===== config.mk =====
export PLATFORM = sky130hd
export DESIGN_NAME = soundex_word_encoder_unit
export DESIGN_NICKNAME = d
export VERILOG_FILES = /design/src/sdx_pkg.sv /design/src/sdx_accum.sv /design/src/sdx_emit.sv /design/src/soundex_word_encoder_unit.sv
export SDC_FILE = /design/constraint.sdc
export NUM_CORES = 1
export LEC_CHECK = 0
export BUFFER_PORTS_ARGS = -buffer_cell sky130_fd_sc_hd__buf_2
export CAP_MARGIN = 25
export CORE_MARGIN = 1
export CORE_UTILIZATION = 40
export DETAILED_ROUTE_END_ITERATION = 10
export GPL_TIMING_DRIVEN = 0
export PLACE_DENSITY = 0.67
export SLEW_MARGIN = 20
export SYNTH_ARGS = -nofsm -noshare
export SYNTH_HDL_FRONTEND = slang
export SYNTH_SLANG_ARGS = --single-unit

===== constraint.sdc =====
create_clock -name clk -period 6.9 [get_ports clk]
set_input_delay 0.345 -clock clk [delete_from_list [all_inputs] [get_ports clk]]
set_output_delay 0.345 -clock clk [all_outputs]
set_load 0.02 [all_outputs]

===== src/sdx_pkg.sv =====
// ----------------------------------------------------------------------------
// sdx_pkg
// Beat types, character constants and the letter-to-digit table shared by
// the phonetic word encoder.
// ----------------------------------------------------------------------------
package sdx_pkg;

  typedef struct packed {
    logic [7:0] char_in;
    logic       end_of_word;
  } in_beat_t;

  typedef struct packed {
    logic [7:0] code_char;
    logic       last_of_code;
  } out_beat_t;

  localparam logic [7:0] ASCII_ZERO    = 8'h30;
  localparam logic [7:0] ASCII_LOWER_A = 8'h61;
  localparam logic [7:0] ASCII_LOWER_Z = 8'h7a;
  localparam logic [7:0] CASE_OFFSET   = 8'h20;
  localparam logic [2:0] NO_DIGIT      = 3'd0;

  // Digit 1..6 for a mapped lower-case consonant, NO_DIGIT for anything else.
  function automatic logic [2:0] letter_digit(input logic [7:0] c);
    logic [2:0] d;
    d = NO_DIGIT;
    case (c) inside
      "b", "f", "p", "v":                     d = 3'd1;
      "c", "g", "j", "k", "q", "s", "x", "z": d = 3'd2;
      "d", "t":                               d = 3'd3;
      "l":                                    d = 3'd4;
      "m", "n":                               d = 3'd5;
      "r":                                    d = 3'd6;
      default:                                d = NO_DIGIT;
    endcase
    return d;
  endfunction

  function automatic logic [7:0] upper_ascii(input logic [7:0] c);
    logic [7:0] u;
    u = c;
    if (c >= ASCII_LOWER_A && c <= ASCII_LOWER_Z) begin
      u = c - CASE_OFFSET;
    end
    return u;
  endfunction

endpackage


===== src/sdx_accum.sv =====
// ----------------------------------------------------------------------------
// sdx_accum
// Word state: lead letter, digit store with run suppression, digit count.
// On the final byte it hands the finished code characters to the emitter.
// ----------------------------------------------------------------------------
module sdx_accum #(
  parameter int CODE_LENGTH = 4
) (
  input  logic                        clk,
  input  logic                        rst_n,
  input  logic                        beat_take,
  input  sdx_pkg::in_beat_t           beat,
  output logic                        code_load,
  output logic [CODE_LENGTH-1:0][7:0] code_chars
);
  import sdx_pkg::*;

  localparam int SLOTS = CODE_LENGTH - 1;
  localparam int CW    = $clog2(CODE_LENGTH);

  logic [7:0]          lead_r, lead_nxt;
  logic [SLOTS-1:0][2:0] store_r, store_nxt;
  logic [CW-1:0]       count_r, count_nxt, count_eff;
  logic [2:0]          last_digit_r, last_digit_nxt;
  logic                at_start_r, at_start_nxt;
  logic [2:0]          digit;
  logic                add_digit;

  always_comb begin
    digit          = letter_digit(beat.char_in);
    lead_nxt       = lead_r;
    store_nxt      = store_r;
    count_eff      = count_r;
    last_digit_nxt = last_digit_r;
    at_start_nxt   = at_start_r;
    add_digit      = 1'b0;

    if (at_start_r) begin
      lead_nxt     = upper_ascii(beat.char_in);
      count_eff    = '0;
      at_start_nxt = 1'b0;
    end else if (count_r < CW'(SLOTS) && digit != NO_DIGIT) begin
      // a repeat of the last stored digit is dropped, even across unmapped bytes
      add_digit = (count_r == '0) || (last_digit_r != digit);
    end

    if (add_digit) begin
      for (int i = 0; i < SLOTS; i++) begin
        if (count_r == CW'(i)) begin
          store_nxt[i] = digit;
        end
      end
      count_eff      = count_r + CW'(1);
      last_digit_nxt = digit;
    end

    count_nxt = count_eff;
    if (beat.end_of_word) begin
      count_nxt    = '0;
      at_start_nxt = 1'b1;
    end
  end

  always_comb begin
    code_load     = beat_take && beat.end_of_word;
    code_chars[0] = lead_nxt;
    for (int k = 1; k < CODE_LENGTH; k++) begin
      code_chars[k] = (CW'(k - 1) < count_eff) ? (ASCII_ZERO | {5'b0, store_nxt[k-1]})
                                                : ASCII_ZERO;
    end
  end

  always_ff @(posedge clk) begin
    if (!rst_n) begin
      lead_r     <= '0;
      count_r    <= '0;
      at_start_r <= 1'b1;
    end else if (beat_take) begin
      lead_r     <= lead_nxt;
      count_r    <= count_nxt;
      at_start_r <= at_start_nxt;
    end
  end

  always_ff @(posedge clk) begin
    if (beat_take) begin
      store_r      <= store_nxt;
      last_digit_r <= last_digit_nxt;
    end
  end

endmodule


===== src/sdx_emit.sv =====
// ----------------------------------------------------------------------------
// sdx_emit
// Output shift register: loads a finished code and plays it out one
// character per beat, flagging the last one.
// ----------------------------------------------------------------------------
module sdx_emit #(
  parameter int CODE_LENGTH = 4
) (
  input  logic                        clk,
  input  logic                        rst_n,
  input  logic                        code_load,
  input  logic [CODE_LENGTH-1:0][7:0] code_chars,
  output logic                        load_ready,
  output logic                        out_valid,
  input  logic                        out_stall,
  output sdx_pkg::out_beat_t          out_data
);
  import sdx_pkg::*;

  localparam int LW = $clog2(CODE_LENGTH + 1);

  logic [CODE_LENGTH-1:0][7:0] shreg_r, shreg_nxt;
  logic [LW-1:0]               left_r, left_nxt;
  logic                        out_take;
  logic                        on_last;

  assign on_last    = (left_r == LW'(1));
  assign out_valid  = (left_r != '0);
  assign out_take   = out_valid && !out_stall;
  // a new code may load in the same cycle the last character of the old one goes
  assign load_ready = !out_valid || (out_take && on_last);

  assign out_data.code_char    = shreg_r[0];
  assign out_data.last_of_code = on_last;

  always_comb begin
    shreg_nxt = shreg_r;
    left_nxt  = left_r;
    if (code_load) begin
      shreg_nxt = code_chars;
      left_nxt  = LW'(CODE_LENGTH);
    end else if (out_take) begin
      for (int i = 0; i < CODE_LENGTH - 1; i++) begin
        shreg_nxt[i] = shreg_r[i+1];
      end
      shreg_nxt[CODE_LENGTH-1] = ASCII_ZERO;
      left_nxt = left_r - LW'(1);
    end
  end

  always_ff @(posedge clk) begin
    if (!rst_n) begin
      left_r <= '0;
    end else begin
      left_r <= left_nxt;
    end
  end

  always_ff @(posedge clk) begin
    shreg_r <= shreg_nxt;
  end

endmodule


===== src/soundex_word_encoder_unit.sv =====
// ----------------------------------------------------------------------------
// soundex_word_encoder_unit
// Streaming phonetic (Soundex-style) word encoder, one byte per beat in,
// one code character per beat out.
// ----------------------------------------------------------------------------
// Takes one byte every cycle unless it stalls a final byte, as below. The final
// byte of a word hands a finished code of CODE_LENGTH characters to an output
// shift register, which sends one character per beat while out_stall is low.
// A final byte is held off (in_stall high) while the previous code still has
// characters to send, unless its last character leaves in that same cycle;
// other bytes are never stalled. With the output free, words of CODE_LENGTH
// bytes or more therefore stream at one byte per cycle.
// ----------------------------------------------------------------------------
module soundex_word_encoder_unit #(
  parameter int CODE_LENGTH = 4
) (
  input  logic               clk,
  input  logic               rst_n,
  input  logic               in_valid,
  output logic               in_stall,
  input  sdx_pkg::in_beat_t  in_data,
  output logic               out_valid,
  input  logic               out_stall,
  output sdx_pkg::out_beat_t out_data
);
  import sdx_pkg::*;

  logic                        load_ready;
  logic                        beat_take;
  logic                        code_load;
  logic [CODE_LENGTH-1:0][7:0] code_chars;

  assign in_stall  = in_data.end_of_word && !load_ready;
  assign beat_take = in_valid && !in_stall;

  sdx_accum #(
    .CODE_LENGTH (CODE_LENGTH)
  ) u_accum (
    .clk        (clk),
    .rst_n      (rst_n),
    .beat_take  (beat_take),
    .beat       (in_data),
    .code_load  (code_load),
    .code_chars (code_chars)
  );

  sdx_emit #(
    .CODE_LENGTH (CODE_LENGTH)
  ) u_emit (
    .clk        (clk),
    .rst_n      (rst_n),
    .code_load  (code_load),
    .code_chars (code_chars),
    .load_ready (load_ready),
    .out_valid  (out_valid),
    .out_stall  (out_stall),
    .out_data   (out_data)
  );

endmodule


# == Yosys cells after proc, flatten, opt, wreduce, memory -nomap -nowiden ==
# Cells that the tools add are included.
# totals
reg_bits,58
input_bits,13
out_inout_bits,11
wordCells,93
# op_classes
addsub,3
magnitude_cmp,6
n_eq_ne,22
mux,25
bitwise_logic,1
n_reduce_logical,23
# op_table
op,count
== test 8 x 7 -> 1 bit (second input constant),18
2-to-1 mux 32 bit,2
2-to-1 mux 3 bit,14
2-to-1 mux 8 bit,2
2-to-1 mux 9 bit,1
>= comparator 8 x 7 -> 1 bit (second input constant),1
<= comparator 8 x 7 -> 1 bit (second input constant),1
OR reduction 8 bit,1
subtractor 8 x 6 -> 8 bit (second input constant),1
logical AND 1 bit,7
2-to-1 mux 2 bit,3
nonzero test 3 bit,2
OR reduction 2 bit,3
zero test 1 bit,4
less-than comparator 1 x 2 -> 1 bit (first input constant),2
OR reduction 4 bit,1
== test 3 x 1 -> 1 bit (second input constant),1
2-to-1 mux 1 bit,3
!= test 3 bit,1
subtractor 3 x 1 -> 3 bit (second input constant),1
adder 2 x 1 -> 2 bit (second input constant),1
== test 2 x 1 -> 1 bit (second input constant),1
== test 2 bit (second input constant),1
zero test 2 bit,1
other kinds (6),7

# == Logic depth before layout (Yosys ltp) ==
# depth
depth_word,15
mapped_depth,12

# == Cells and area by module ==
# A second synthesis with hierarchy kept.
# hier_totals
hier_cells,329
hier_area_um2,3787.4
# by_module_without_submodules
mod,instances,cells_each,area_each_um2,seq_area_each_um2
sdx_accum,1,227,2069.5,580.6
sdx_emit,1,100,1695.4,1021.0
soundex_word_encoder_unit,1,2,22.5,0.0

# == Least setup slack after synthesis ==
# Ideal clock, no wire load.
# synth_timing
kind,flip-flop to flip-flop
start,register u_emit.left_r[1]
end,"register u_emit.shreg_r (netlist bit u_emit.out_data[1]), enable pin"
arrival_time_ps,2262
required_time_ps,6525
slack_ps,4263
path_stages_with_launch,11
n_path_buf,1
period_less_slack_ps,2637
path_cell_list,dfxtp_1 inv_1 ha_1 nor2b_1 o21ai_0 and2_1 nand2b_1 inv_1 nand2_1 clkbuf_1 nand2b_1
# synth_via
elab_chain_cells,10
elab_cells_between_ends,12
classes_between,1 x eq/ne; 11 x reduce/logical
# synth_lines
element,line_no,source
from (decl),sdx_emit.sv:23,"logic [LW-1:0] left_r, left_nxt;"
from (signal assigned),sdx_emit.sv:55,left_r <= left_nxt;
nonzero test 3 bit,sdx_emit.sv:28,assign out_valid = (left_r != '0);
logical AND 1 bit,sdx_emit.sv:29,assign out_take = out_valid && !out_stall;
logical AND 1 bit,sdx_emit.sv:31,assign load_ready = !out_valid || (out_take && on_last);
logical OR 1 bit (*),sdx_emit.sv:31,
zero test 1 bit (*),soundex_word_encoder_unit.sv:33,assign in_stall = in_data.end_of_word && !load_ready;
logical AND 1 bit (*),soundex_word_encoder_unit.sv:33,
named net in_stall,soundex_word_encoder_unit.sv:20,"output logic in_stall,"
zero test 1 bit (*),soundex_word_encoder_unit.sv:34,assign beat_take = in_valid && !in_stall;
logical AND 1 bit (*),soundex_word_encoder_unit.sv:34,
named net beat_take,soundex_word_encoder_unit.sv:29,logic beat_take;
logical AND 1 bit (*),sdx_accum.sv:65,code_load = beat_take && beat.end_of_word;
nonzero test 2 bit (no source line) (*),--,
to (signal assigned),sdx_emit.sv:60,shreg_r <= shreg_nxt;
to (decl),sdx_emit.sv:22,"logic [CODE_LENGTH-1:0][7:0] shreg_r, shreg_nxt;"
# The timed path passes the listed nets; every way through them passes the cells marked *.
# A chain may end at the register's enable or synchronous reset.

# == Final worst setup path ==
# layout_timing
start,register u_emit.left_r[1]
end,"register u_emit.shreg_r[17] (netlist bit), enable pin"
# layout_via
elab_chain_cells,10
elab_cells_between_ends,12
classes_between,1 x eq/ne; 11 x reduce/logical
# layout_lines
element,line_no
nonzero test 3 bit,sdx_emit.sv:28
logical AND 1 bit,sdx_emit.sv:29
logical AND 1 bit,sdx_emit.sv:31
logical OR 1 bit (*),sdx_emit.sv:31
zero test 1 bit (*),soundex_word_encoder_unit.sv:33
logical AND 1 bit (*),soundex_word_encoder_unit.sv:33
zero test 1 bit (*),soundex_word_encoder_unit.sv:34
logical AND 1 bit (*),soundex_word_encoder_unit.sv:34
named net beat_take,soundex_word_encoder_unit.sv:29
logical AND 1 bit (*),sdx_accum.sv:65
nonzero test 2 bit (no source line) (*),--
# Marks and branches as above.

==> impl_metrics.tcl <==
set metrics [dict create \
    run_status "finished clean" \
    cts_tree "yes" \
    r2r-end "u_emit.shreg_r[17]$_DFFE_PP_" \
    ff2ff_path_depth 10 \
    rsz0062_at_grt "false" \
    synthMuxAreaShare 0.09148 \
    fin_nets 313 \
    grt.total_usage 0.1714 \
    p_leak_nw 1.153 \
    setup_viol 0 \
    cts_max_level 2 \
    grt_pass1_wl_mm 8.376 \
    timing.final.crit_share 0.4663 \
    slew_headroom 0.4396 \
    maxCapViolations 0 \
    syn_area_um2 2571 \
    yosysUniqueCellTypes 54 \
    port_buffers 23 \
    pwr-share-clk 0.233 \
    drive_above_1_share 0.1775 \
    seqPwrFrac 0.497 \
    p_per_area_nw_per_um2 243.5 \
    synthAdderAreaFrac 0.03893 \
    holdPathEnd "u_emit.left_r[0]$_SDFFE_PP0P_" \
    grt_pass1_vias 1802 \
    area_growth_pct 11.39 \
    clock_latency_ps 310 \
    n_antenna_cell 0 \
    cts_buffers 5 \
    synth-seq-cells 43 \
    synth.avg_cell_area_um2 9.814 \
    r2r-start "u_emit.left_r[1]$_SDFFE_PP0P_" \
    synth_warnings 0 \
    vias 1915 \
    io_pins 24 \
    hpwl_mm 3.798 \
    fillers 585 \
    max_freq_ghz 0.3108 \
    antenna_left 0 \
    synth_xor_xnor_area_share 0.01314 \
    synth_top_area_frac 0.3387 \
    power.switching_w 0.0002213 \
    cts_root_buf "clkbuf_8" \
    combPwrFrac 0.270 \
    tightest_slew_ps 840.6 \
    synthFlopType "edfxtp_1" \
    drt_first_pass_iters 4 \
    worst_ep_arrival_time_ps 3100 \
    grt-ovfl-total 0 \
    regToRegSetupSlack_ps 3680 \
    synth_fp_nets 283 \
    wirelength_mm 5.188 \
    peakVddDrop_uv 133.4 \
    synth-compound-area-share 0.1528 \
    required_ps 6780 \
    synthSimpleGateAreaFrac 0.1650 \
    path_class "register to register" \
    layout_commonest_cell "edfxtp_1" \
    synth_top_area_cell "edfxtp_1" \
    min_period_ps 3217 \
    holdPathStages 3 \
    syn_inst 262 \
    setup_tns_ps 0 \
    grt_max_degree 18 \
    critPathLaunch "u_emit.left_r[1]$_SDFFE_PP0P_" \
    holdBufCountCts 0 \
    finalHoldViolations 0 \
    end_kind "register" \
    skew_ps 10.11 \
    die_w_um 82.18 \
    critical_path.max_fanout 17 \
    synth_async_sr_flop_share 0 \
    synth_top_family_by_area "simple AND/OR/NAND/NOR gates" \
    final_max_slew_viol_count 0 \
    antenna_found_initial 0 \
    hp-class "input port to register" \
    whs_ps 308.9 \
    dieArea_um2 6753 \
    drtIter0Drc 141 \
    clkSlewWorstSetupHoldPaths_ps 80 \
    die_y_um 82.18 \
    num_rows 28 \
    synth-edff-count 29 \
    regArea_um2 1151 \
    avgViaCountPerCell 5.204 \
    core_area_um2 6061 \
    ys_seq_area_frac 0.4477 \
    post_cts_resized 0 \
    layout_common_cells "edfxtp_1, buf_2, nand2_1, inv_1, mux2i_1" \
    clk_path_buf_depth 2 \
    p_int_w 0.0004760 \
    cts.sinks 43 \
    gp_congestion 0.7897 \
    multi_input_area_um2 1186 \
    post_cts_buffers 0 \
    cp-start-kind "register" \
    drc_errors 0 \
    start_util 0.4242 \
    hold_path.startpoint "rst_n" \
    p_sw_frac 0.3173 \
    routedWlPerCell_um 14.10 \
    synth.area.top_cells "edfxtp_1, dfxtp_1, mux2i_1, ha_1, nand2_1" \
]
-- registers in the layout, summed over array words and instances, names as in the netlist --
register              flops
u_emit.out_data           8
u_accum.count_r           2
u_accum.last_digit_r      3
u_accum.at_start_r        1
u_emit.left_r             3
u_accum.lead_r            8
u_emit.shreg_r            9
u_accum.store_r           9
-- metrics by stage --
step | util | power (W) | instance area [um^2] | worst slack (ps) | std cells
6_report | 0.4725 | 0.0006973 | 2864 | 3683 | 368
5_1_grt | 0.4725 | 0.0007369 | 2864 | 3382 | 368
3_5_place_dp | 0.4587 | 0.0005421 | 2780 | 3636 | 360
3_3_place_gp | 0.4587 | 0.0005349 | 2780 | 3660 | 360
4_1_cts | 0.4725 | 0.0007011 | 2864 | 3632 | 368
2_1_floorplan | - | 0.0004895 | 2571 | 4263 | 262
-- worst max-delay path: stages (launching register included) --
cell and delay, ps:
dfxtp_1 330, inv_1 70, ha_1 190, nor2b_1 120, o21ai_0 190, and2_1 170
nand2b_1 260, inv_1 290, nand2_1 230, clkbuf_1 380, nand2b_1 570
-- power groups by stage --
stage	registers [W]	logic (W)	clock network (W)
after floorplan	0.000348	0.000141	0
after global placement	0.000350	0.000184	0
after detailed placement	0.000353	0.000190	0
after CTS	0.000347	0.000190	0.000164
after global routing	0.000352	0.000212	0.000173
final	0.000346	0.000188	0.000162
-- cell usage after synthesis, drive strengths merged, types with 2 or more instances --
cell type,number
a211oi,7
a21oi,11
and2,8
and3b,2
buf,15
clkbuf,10
dfxtp,14
edfxtp,29
ha,8
inv,25
mux2,4
mux2i,19
nand2,26
nand2b,5
nand3,2
nand3b,3
nand4,3
nor2,12
nor2b,8
nor3,4
o21ai,15
o21bai,2
o221ai,3
o41ai,4
or2,4
xnor2,2
-- logic make-up (layout without fill, tap and decap cells) --
logic type,count (synthesis),in the layout
and+or+nand+nor,81,81
AOI/OAI and AO/OA,54,54
buffers and inverters,50,81
DFF,43,43
muxes,23,23
adders and majority gates,8,8
xor gates and xnor gates,3,3
-- how the worst max path moves through the flow --
stage	slack, ps	endpoint	cells after the start
CTS	3630	u_emit.shreg_r[10]$_DFFE_PP_	10
global placement	3660	u_emit.out_data[7]$_SDFFCE_PN0P_	10
global route	3380	u_emit.shreg_r[24]$_SDFFCE_PP0P_	10
floorplan	4260	u_emit.out_data[1]$_DFFE_PP_	10
detailed placement	3640	u_emit.shreg_r[24]$_SDFFCE_PP0P_	10
finish	3680	u_emit.shreg_r[17]$_DFFE_PP_	10
-- routing by layer --
layer,track usage,wire length [um],vias up
met3,0.03736,265,7
met1,0.2086,2322,893
met2,0.2884,2504,39
li1,-,-,976
met4,0.07895,95,0
met5,0,0,-
-- layout make-up --
type                       count  share of cell area
multi-input combinational    169              0.4142
sequential                    43              0.4019
buffer                        25             0.04893
timing repair buffer          23             0.04019
inverter                      25             0.03277
tap                           75             0.03277
clock buffer                   6             0.02534
clock inverter                 2            0.003932
Power figures use the tool's default switching activity.
